[src/hdl/c16rae_pkg.sv]
// Shared types and constants for the 16-bit register ALU execute stage.
// Used by every module in hdl except c16rae_ram; depends on nothing.
package c16rae_pkg;

  localparam int unsigned WordW = 16;
  localparam int unsigned IdxW = 4;
  localparam int unsigned NumRegs = 16;
  localparam logic [IdxW-1:0] AuxReg = 4'hF;

  typedef logic [WordW-1:0] word_t;
  typedef logic [IdxW-1:0] idx_t;

  typedef enum logic [3:0] {
    CMD_COPY  = 4'd0,
    CMD_ADD   = 4'd1,
    CMD_SUB   = 4'd2,
    CMD_AND   = 4'd3,
    CMD_OR    = 4'd4,
    CMD_XOR   = 4'd5,
    CMD_SHIFT = 4'd6,
    CMD_MUL   = 4'd7,
    CMD_STORE = 4'd8,
    CMD_CONST = 4'd9,
    CMD_UGT   = 4'd10,
    CMD_SGT   = 4'd11,
    CMD_ULT   = 4'd12,
    CMD_SLT   = 4'd13,
    CMD_EQ    = 4'd14,
    CMD_MAJ   = 4'd15
  } cmd_t;

  typedef enum logic [1:0] {
    SH_ASR = 2'd0,
    SH_LSR = 2'd1,
    SH_ROL = 2'd2,
    SH_LSL = 2'd3
  } shmode_t;

  typedef struct packed {
    logic  ram_we;
    idx_t  ram_addr;
    word_t ram_data;
    logic  r15_we;
    word_t r15_data;
  } rf_wr_t;

  typedef struct packed {
    logic  write_valid;
    idx_t  write_index;
    word_t write_value;
    logic  aux_valid;
    word_t aux_value;
  } result_t;

endpackage

[src/hdl/c16rae_ram.sv]
// Generic simple dual-read RAM: one write port, two read ports, registered reads.
// Read returns the old contents on a same-cycle write. No dependencies.
module c16rae_ram #(
  parameter int unsigned WIDTH = 16,
  parameter int unsigned DEPTH = 16
) (
  input  logic                     clk,
  input  logic                     we,
  input  logic [$clog2(DEPTH)-1:0] waddr,
  input  logic [WIDTH-1:0]         wdata,
  input  logic                     re,
  input  logic [$clog2(DEPTH)-1:0] raddr_a,
  input  logic [$clog2(DEPTH)-1:0] raddr_b,
  output logic [WIDTH-1:0]         rdata_a,
  output logic [WIDTH-1:0]         rdata_b
);

  logic [WIDTH-1:0] mem [DEPTH];

  always_ff @(posedge clk) begin
    if (we) begin
      mem[waddr] <= wdata;
    end
    if (re) begin
      rdata_a <= mem[raddr_a];
      rdata_b <= mem[raddr_b];
    end
  end

endmodule

[src/hdl/c16rae_regfile.sv]
// Register file: RAM for registers 0..14 with per-entry valid bits, register 15
// in flops, and bypass of the write in flight. Depends on c16rae_pkg, c16rae_ram.
module c16rae_regfile (
  input  logic               clk,
  input  logic               rst,
  input  logic               rd_en,
  input  c16rae_pkg::idx_t   rd_a,
  input  c16rae_pkg::idx_t   rd_b,
  input  c16rae_pkg::rf_wr_t wr,
  output c16rae_pkg::word_t  a_val,
  output c16rae_pkg::word_t  b_val
);
  import c16rae_pkg::*;

  logic [NumRegs-1:0] valid;
  word_t r15;
  word_t q_a;
  word_t q_b;
  word_t fwd_data;
  logic a_is15;
  logic b_is15;
  logic a_fwd;
  logic b_fwd;
  logic a_zero;
  logic b_zero;

  c16rae_ram #(
    .WIDTH(WordW),
    .DEPTH(NumRegs)
  ) u_ram (
    .clk    (clk),
    .we     (wr.ram_we),
    .waddr  (wr.ram_addr),
    .wdata  (wr.ram_data),
    .re     (rd_en),
    .raddr_a(rd_a),
    .raddr_b(rd_b),
    .rdata_a(q_a),
    .rdata_b(q_b)
  );

  always_ff @(posedge clk) begin
    if (rst) begin
      valid <= '0;
      r15   <= '0;
    end else begin
      if (wr.ram_we) begin
        valid[wr.ram_addr] <= 1'b1;
      end
      if (wr.r15_we) begin
        r15 <= wr.r15_data;
      end
    end
  end

  always_ff @(posedge clk) begin
    if (rd_en) begin
      a_is15   <= (rd_a == AuxReg);
      b_is15   <= (rd_b == AuxReg);
      a_fwd    <= wr.ram_we && (wr.ram_addr == rd_a);
      b_fwd    <= wr.ram_we && (wr.ram_addr == rd_b);
      a_zero   <= !valid[rd_a];
      b_zero   <= !valid[rd_b];
      fwd_data <= wr.ram_data;
    end
  end

  always_comb begin
    priority if (a_is15) begin
      a_val = r15;
    end else if (a_fwd) begin
      a_val = fwd_data;
    end else if (a_zero) begin
      a_val = '0;
    end else begin
      a_val = q_a;
    end
    priority if (b_is15) begin
      b_val = r15;
    end else if (b_fwd) begin
      b_val = fwd_data;
    end else if (b_zero) begin
      b_val = '0;
    end else begin
      b_val = q_b;
    end
  end

endmodule

[src/hdl/c16rae_alu.sv]
// Combinational execute logic: computes the result fields and register writes
// for one decoded instruction. Depends on c16rae_pkg.
module c16rae_alu (
  input  c16rae_pkg::cmd_t    cmd,
  input  c16rae_pkg::idx_t    dest,
  input  c16rae_pkg::idx_t    src_a,
  input  c16rae_pkg::idx_t    src_b,
  input  c16rae_pkg::word_t   a,
  input  c16rae_pkg::word_t   b,
  output c16rae_pkg::result_t res,
  output c16rae_pkg::rf_wr_t  wr
);
  import c16rae_pkg::*;

  logic [2*WordW-1:0] prod;
  logic [2*WordW-1:0] rot;
  logic [2:0] sh_n;
  shmode_t sh_mode;
  word_t sh;
  word_t val;
  word_t aux;
  logic is_maj;
  logic wvalid;
  logic dest15;

  assign prod    = {16'h0000, a} * {16'h0000, b};
  assign sh_n    = b[2:0];
  assign sh_mode = shmode_t'(b[4:3]);
  assign rot     = {a, a} << sh_n;
  assign is_maj  = (cmd == CMD_MAJ);
  assign wvalid  = (cmd != CMD_STORE);
  assign dest15  = (dest == AuxReg);
  assign aux     = (src_b == dest) ? a : b;

  always_comb begin
    unique case (sh_mode)
      SH_ASR: sh = word_t'($signed(a) >>> sh_n);
      SH_LSR: sh = a >> sh_n;
      SH_ROL: sh = rot[2*WordW-1:WordW];
      SH_LSL: sh = a << sh_n;
      default: sh = a;
    endcase
  end

  always_comb begin
    unique case (cmd)
      CMD_COPY:  val = b;
      CMD_ADD:   val = a + b;
      CMD_SUB:   val = a - b;
      CMD_AND:   val = a & b;
      CMD_OR:    val = a | b;
      CMD_XOR:   val = a ^ b;
      CMD_SHIFT: val = sh;
      CMD_MUL:   val = prod[WordW-1:0];
      CMD_STORE: val = '0;
      CMD_CONST: val = {8'h00, src_a, src_b};
      CMD_UGT:   val = {15'b0, (a > b)};
      CMD_SGT:   val = {15'b0, ($signed(a) > $signed(b))};
      CMD_ULT:   val = {15'b0, (a < b)};
      CMD_SLT:   val = {15'b0, ($signed(a) < $signed(b))};
      CMD_EQ:    val = {15'b0, (a == b)};
      CMD_MAJ:   val = a;
      default:   val = '0;
    endcase
  end

  always_comb begin
    res.write_valid = wvalid;
    res.write_index = wvalid ? dest : '0;
    if (!wvalid) begin
      res.write_value = '0;
    end else if (is_maj && dest15) begin
      res.write_value = aux;
    end else begin
      res.write_value = val;
    end
    res.aux_valid = is_maj;
    res.aux_value = is_maj ? aux : '0;

    wr.ram_we   = wvalid && !dest15;
    wr.ram_addr = dest;
    wr.ram_data = val;
    wr.r15_we   = is_maj || (wvalid && dest15);
    wr.r15_data = is_maj ? aux : val;
  end

endmodule

[src/hdl/cpu16_register_alu_execute.sv]
// Execute stage of a 16-bit register machine with a sixteen-entry register file.
// Depends on c16rae_pkg, c16rae_regfile and c16rae_alu.
//
// Usage:
//   Input channel (in_valid/in_ready) carries one decoded instruction per
//   request: cmd, dest_reg, src_a, src_b. Output channel (out_valid/out_ready)
//   carries one result per instruction: write_valid, write_index, write_value,
//   aux_valid, aux_value, where the values are what the registers end with.
//   The execute stage register takes each accepted request; the result is
//   written into the output register when that stage advances.
//   Throughput: one instruction per cycle unless the output stalls. Operands come
//   from a registered-read RAM at the accept edge; the write of the instruction
//   ahead is bypassed, so dependent instructions issue back to back, no bubble.
//   Reset: all registers read as zero (RAM entries carry valid bits, register
//   15 lives in flops), pipeline and output are emptied. No clearing pass.
//   Stall: when out_ready is low and the output register is full, the execute
//   stage holds its instruction without writing the register file, and
//   in_ready drops until the output register is taken.
module cpu16_register_alu_execute (
  input  logic               clk,
  input  logic               rst,
  input  logic               in_valid,
  output logic               in_ready,
  input  logic [3:0]         cmd,
  input  logic [3:0]         dest_reg,
  input  logic [3:0]         src_a,
  input  logic [3:0]         src_b,
  output logic               out_valid,
  input  logic               out_ready,
  output logic               write_valid,
  output logic [3:0]         write_index,
  output logic signed [15:0] write_value,
  output logic               aux_valid,
  output logic signed [15:0] aux_value
);
  import c16rae_pkg::*;

  logic s1_valid;
  cmd_t s1_cmd;
  idx_t s1_dest;
  idx_t s1_a;
  idx_t s1_b;
  logic s1_adv;
  logic in_acc;
  word_t a_val;
  word_t b_val;
  result_t res;
  rf_wr_t wr;
  rf_wr_t wr_g;

  assign s1_adv   = s1_valid && (!out_valid || out_ready);
  assign in_ready = !s1_valid || s1_adv;
  assign in_acc   = in_valid && in_ready;

  always_comb begin
    wr_g        = wr;
    wr_g.ram_we = wr.ram_we && s1_adv;
    wr_g.r15_we = wr.r15_we && s1_adv;
  end

  c16rae_regfile u_regfile (
    .clk  (clk),
    .rst  (rst),
    .rd_en(in_acc),
    .rd_a (src_a),
    .rd_b (src_b),
    .wr   (wr_g),
    .a_val(a_val),
    .b_val(b_val)
  );

  c16rae_alu u_alu (
    .cmd  (s1_cmd),
    .dest (s1_dest),
    .src_a(s1_a),
    .src_b(s1_b),
    .a    (a_val),
    .b    (b_val),
    .res  (res),
    .wr   (wr)
  );

  always_ff @(posedge clk) begin
    if (rst) begin
      s1_valid <= 1'b0;
    end else if (in_ready) begin
      s1_valid <= in_valid;
    end
  end

  always_ff @(posedge clk) begin
    if (in_acc) begin
      s1_cmd  <= cmd_t'(cmd);
      s1_dest <= dest_reg;
      s1_a    <= src_a;
      s1_b    <= src_b;
    end
  end

  always_ff @(posedge clk) begin
    if (rst) begin
      out_valid <= 1'b0;
    end else if (s1_adv) begin
      out_valid <= 1'b1;
    end else if (out_ready) begin
      out_valid <= 1'b0;
    end
  end

  always_ff @(posedge clk) begin
    if (s1_adv) begin
      write_valid <= res.write_valid;
      write_index <= res.write_index;
      write_value <= res.write_value;
      aux_valid   <= res.aux_valid;
      aux_value   <= res.aux_value;
    end
  end

endmodule

[config.mk]
export PLATFORM = sky130hd
export DESIGN_NAME = cpu16_register_alu_execute
export DESIGN_NICKNAME = d
export VERILOG_FILES = /design/src/hdl/c16rae_pkg.sv /design/src/hdl/c16rae_ram.sv /design/src/hdl/c16rae_regfile.sv /design/src/hdl/c16rae_alu.sv /design/src/hdl/cpu16_register_alu_execute.sv
export SDC_FILE = /design/constraint.sdc
export NUM_CORES = 1
export LEC_CHECK = 0
export BUFFER_PORTS_ARGS = -buffer_cell sky130_fd_sc_hd__buf_4
export CORE_UTILIZATION = 64
export DETAILED_ROUTE_END_ITERATION = 10
export PLACE_DENSITY = 0.91
export SLEW_MARGIN = 20
export SYNTH_ARGS = -nofsm -noshare
export SYNTH_HDL_FRONTEND = slang
export SYNTH_HIERARCHICAL = 1
export SYNTH_SLANG_ARGS = --single-unit
[constraint.sdc]
create_clock -name clk -period 9.34 [get_ports clk]
set_input_delay 1.868 -clock clk [delete_from_list [all_inputs] [get_ports clk]]
set_output_delay 1.868 -clock clk [all_outputs]
set_load 0.05 [all_outputs]
# == Yosys cells after proc, flatten, opt, wreduce, memory -nomap -nowiden ==
# Memories as Yosys holds them, arrays and structs flattened. A register that Yosys moved wholly into a read port is not among the register bits.
# Index checks and enable logic that the tools add are counted.
# word_totals
ramBits,256
inputBits,20
regBits,110
word_cells,108
n_memories,1
# mem_list
memory,words,word_bits,read_ports,rd_clocked_by_memory_dff,write_ports,line_no,text
u_regfile.u_ram.mem,16,16,2,2,1,c16rae_ram.sv:18,logic [WIDTH-1:0] mem [DEPTH];
# op_classes
n_addsub,2
bitwise,4
reduce_logical,21
shift,4
n_mul,1
n_eq_ne,26
order_cmp,8
mux,21
# op_table
op,n
one-hot mux 16 bit (16 select lines),1
two-way mux 16 bit,9
one-hot mux 16 bit (4 select lines),1
"equality test 4 bit, second input constant",11
greater-than comparator 16 bit,2
less-than comparator 16 bit,2
OR 16 bit,2
<< shifter 32 x 3 -> 32 bit,1
adder 16 bit,1
bitwise AND 16 bit,1
equality test 16 bit,1
"equality test 4 x 3 -> 1 bit, second input constant",4
multiplier 16 x 16 -> 16 bit,1
<< shifter 16 x 3 -> 16 bit,1
right shift 16 x 3 -> 16 bit,1
>>> shifter 16 x 3 -> 16 bit,1
subtractor 16 bit,1
XOR 16 bit,1
"less-than comparator 4 x 5 -> 1 bit, second input constant",3
equality test 4 bit,3
logical AND 1 bit,10
binary-select mux 1 bit (select 4 bit),2
"equality test 4 x 2 -> 1 bit, second input constant",2
two-way mux 1 bit,7
other kinds (11),18

# == Longest topological paths before layout ==
# depth
word_depth,7
depth_mapped,31
ltp_nobuf,26

# == Hierarchy ==
# The synthesis kept the hierarchy.
# modules_own_cells
mod,seq_area_each_um2,area_each_um2,cells_per_inst,instances
c16rae_ram,8648.3,12689.7,585,1
c16rae_alu,0.0,8872.3,1224,1
c16rae_regfile,1301.2,2726.4,284,1
cpu16_register_alu_execute,1661.6,1736.7,66,1

# == Worst setup path after synthesis ==
# OpenSTA, ideal clock, no wires.
# synth_timing
path_kind,register to register
startpoint,register u_regfile.b_fwd
endpoint,"register u_regfile.fwd_data[12], data pin"
arrival_ps,7558
period_less_slack_ps,7902
slack_ps,1438
path_stages_with_launch,29
n_path_buf,6
t_required_ps,8996
cell_sequence,edfxtp_1 -> clkbuf_1 -> nor2_1 -> clkbuf_1 -> a22oi_1 -> o21ai_0 -> buf_6 -> buf_6 -> clkbuf_1 -> buf_1 -> nand2_1 -> fa_1 -> fa_1 -> fa_1 -> fa_1 -> inv_1 -> fa_1 -> inv_1 -> fa_1 -> inv_1 -> ha_1 -> nor2_1 -> nand2_1 -> o221ai_1 -> xor2_1 -> o21ai_0 -> a21oi_1 -> o21ai_1 -> a21boi_0
# synth_rtl
item,line_no,text
from (decl),c16rae_regfile.sv:23,logic b_fwd;
from (signal assigned),c16rae_regfile.sv:61,b_fwd <= wr.ram_we && (wr.ram_addr == rd_b);
to (signal assigned),c16rae_regfile.sv:64,fwd_data <= wr.ram_data;
to (decl),c16rae_regfile.sv:19,word_t fwd_data;

==> impl_results.md <==
- Status: completed
- Clk_skew: 0.0110 ns
- Post-Syn Area per Cell: 12.1 sq um
- DR vias: 20,385
- Crit path DAT: 8.43 ns
- Tmin final: 8.22 ns
- Post-Layout Cell Count: 2,729
- Most frequent cells in the layout: edfxtp_1, nor2_1, nand2_1
- Setup crit start kind: flip-flop
- Place WS: 1.21 ns
- Mapped Nets: 2,360
- Filler cells: 2,552
- Starting density of the core: 0.652
- CP startpoint: u_regfile/b_fwd$_DFFE_PP_
- Synth Warn #: 6
- Overall power: 4.40 mW
- Max H-tree Level: 2
- Final Hold Vio Count: 0
- Top_reg_cell synth: edfxtp_1
- Met3 global-route usage: 0.0871
- Slew headroom: 0.192
- FP Rows: 73
- Cell Pwr Density: 156 nW/um^2
- Post-synth cell types: 86
- Post-route setup slack: 1.12 ns
- Register area: 11,600 sq um
- Worst Tran Pin Value: 1.21 ns
- Largest net degree at the start of global routing: 72
- Total placed cells including tap cells: 2,658
- Routed Antenna Nets: 0
- Critical path endpoint category: flip-flop
- DR vias/cell: 7.47
- Final setup fails: 0
- Number of global-route vias before repair: 20,433
- # Max-Cap Violations: 0
- GP Congestion: 1.05
- Post-synth EDFFs: 364
- CTS tree: yes
- Origin of the worst min-delay path: u_regfile/valid[2]$_SDFFE_PP0P_
- Leakage: 10.4 nW
- Num Clock Sinks: 398
- Die X: 204 microns
- Post-synthesis async set-or-reset flop share: 0
- Area of the multi-input gates: 13,100 sq um
- Port Buf Inserts: 59
- Share of cells above drive strength 1: 0.167
- Reg2reg start: u_regfile/b_fwd$_DFFE_PP_
- Count of state elements after synthesis: 398
- DPL Wire Length: 57.6 mm
- CORE AREA: 39,900 sq um
- Area grow syn2layout: 8.49%
- Hold WS: 0.503 ns
- First-pass GRT wire length: 131 mm
- R2R Setup Slk: 1.12 ns
- Worst Hold Endpoint: u_regfile/valid[2]$_SDFFE_PP0P_
- Final period util: 0.880
- Crit Path Max Fanout: 23
- DR WL/cell: 32.8 microns
- CTS clk-pin slew, worst paths: 0.06 ns
- DR DRC count: 0
- Post-CTS resize count: 0
- Commonest non-fill, non-tap cell in the layout: edfxtp_1
- Sum Neg Setup Slack: 0 ns
- Die Y: 204 microns
- GR Util met1: 0.510
- Final WL: 89.5 mm
- Worst Path Required: 9.55 ns
- GRT Resource Usage Total: 0.435
- Worst skew pair latency: 0.54 ns
- Drt pass-1 iters: 8
- Worst-case clock buffer depth: 3
- Max Slew Vio Count: 0
- Cts-stage hold buffer count: 0
- GR Util met2: 0.699
- Register area share after synthesis: 0.446
- Final nets: 2,376
- Maximum vdd drop: 0.264 mV
- Overflow after GRT: 0
- Io pins: 60
- Critical R2R Capture: u_regfile/u_ram/mem[1][13]$_DFFE_PP_
- Hold path depth: 2
- Kind of critical path: reg2reg
- Inserted Clock Buffers: 38
- Synth Instances: 2,159
- Antenna violations before repair: 0
- RSZ-0062 raised after global routing: false
- Root Buffer: clkbuf_16
- Number of DRC markers in iteration 0: 3,288
- R2R depth: 23
- Most Used Layer, Global Route: met2
- Max Fclk: 0.122 GHz
- Worst hold-check path type: reg2reg
- DIE AREA: 41,500 sq um
- Postcts setup bufs: 0
- Post-Syn Area: 26,000 sq um
where the power goes:
part	switching, mW	leakage [nW]	internal (mW)
sequential	0.0401	3.70	2.04
clock	0.655	0.573	0.854
combinational	0.548	6.09	0.263
synthesized netlist by cell type, types with 6 or more instances:
master      n  area, sq um
a211oi_1   15          113
mux4_1     32          841
ha_1      100         1250
nand2b_1   11         68.8
buf_2      14         70.1
nor3_1     17         85.1
dfxtp_1    34          681
mux4_2    126         2840
inv_1     170          638
o21a_1     10         75.1
a22oi_1    97          728
a31oi_1     7         43.8
a21oi_1   113          566
o21bai_1    8         60.1
nand2_1   189          709
nand4_1    11         68.8
fa_1       81         1620
xor2_1     14          123
buf_1      12         45.0
nor2_1    205          769
buf_6      14          158
o21ai_0    82          410
a221oi_1   18          158
o22ai_1    23          144
mux2i_1    32          320
edfxtp_1  364        10900
and2_1     10         62.6
o211ai_1   11         82.6
buf_4      14          105
nor2b_1    19          119
a21o_1     17          128
and3_1      9         56.3
nand3_1    13         65.1
xnor2_1    42          368
a211o_1     6         52.6
clkbuf_1   99          372
how the worst max path moves through the flow:
stage,end
after floorplan,u_regfile/fwd_data[12]$_DFFE_PP_
after global placement,u_regfile/u_ram/mem[6][13]$_DFFE_PP_
after detailed placement,u_regfile/u_ram/mem[5][13]$_DFFE_PP_
after CTS,u_regfile/u_ram/mem[1][13]$_DFFE_PP_
after global routing,u_regfile/u_ram/mem[6][13]$_DFFE_PP_
final,u_regfile/u_ram/mem[1][13]$_DFFE_PP_
area by class of cell:
cell class,instances,area share
clock inverter,17,0.00452
inverter,178,0.0237
timing repair buffer,136,0.0369
sequential,398,0.411
antenna,1,0.0000886
tap,525,0.0233
clock buffer,51,0.0377
multi-input combinational,1423,0.463
stage by stage:
step	util	cell area [sq um]
2_1_floorplan	-	26000
3_3_place_gp	0.676	27000
3_5_place_dp	0.676	27000
4_1_cts	0.706	28200
5_1_grt	0.707	28200
6_report	0.707	28200
logic make-up (layout without fill, tap and decap cells):
family,Yosys count,in the layout,synth area share
XOR/XNOR,57,57,0.0197
AND/OR/NAND/NOR,519,519,0.0877
flip-flops,398,398,0.446
adder cells (fa/ha/maj),181,181,0.110
other,0,1,0
multiplexers,197,197,0.158
AO/OA/AOI/OAI,469,469,0.121
buffers and inverters,338,382,0.0575
layer usage:
metal,vias to the layer above,part of all wire
li1,8086,-
met1,9767,0.31
met2,1998,0.47
met3,534,0.12
met4,0,0.093
met5,-,0
critical path, cell delays in order (launching register included):
cell,delay (ns)
edfxtp_1,0.38
buf_4,0.22
nor2_1,0.47
buf_4,0.29
a22oi_1,0.13
o21ai_4,0.32
buf_4,0.38
nand2_1,0.15
fa_1,0.56
fa_1,0.55
inv_1,0.05
fa_1,0.48
fa_1,0.51
fa_1,0.49
inv_1,0.05
fa_1,0.51
inv_1,0.05
ha_1,0.41
mux2i_1,0.36
o22ai_1,0.11
a2111oi_0,0.63
nand4_1,0.25
a21oi_1,0.30
a21oi_2,0.21
sequential cells by signal (all words and copies together), names as in the netlist, 16 cells and up:
signal / flops
write_value: 16
u_regfile/u_ram/rdata_a: 16
aux_value: 16
u_regfile/u_ram/rdata_b: 16
u_regfile/fwd_data: 16
u_regfile/valid: 16
u_regfile/u_ram/mem: 256
u_regfile/r15: 16
Note: power is estimated with default switching activity, not from simulation.
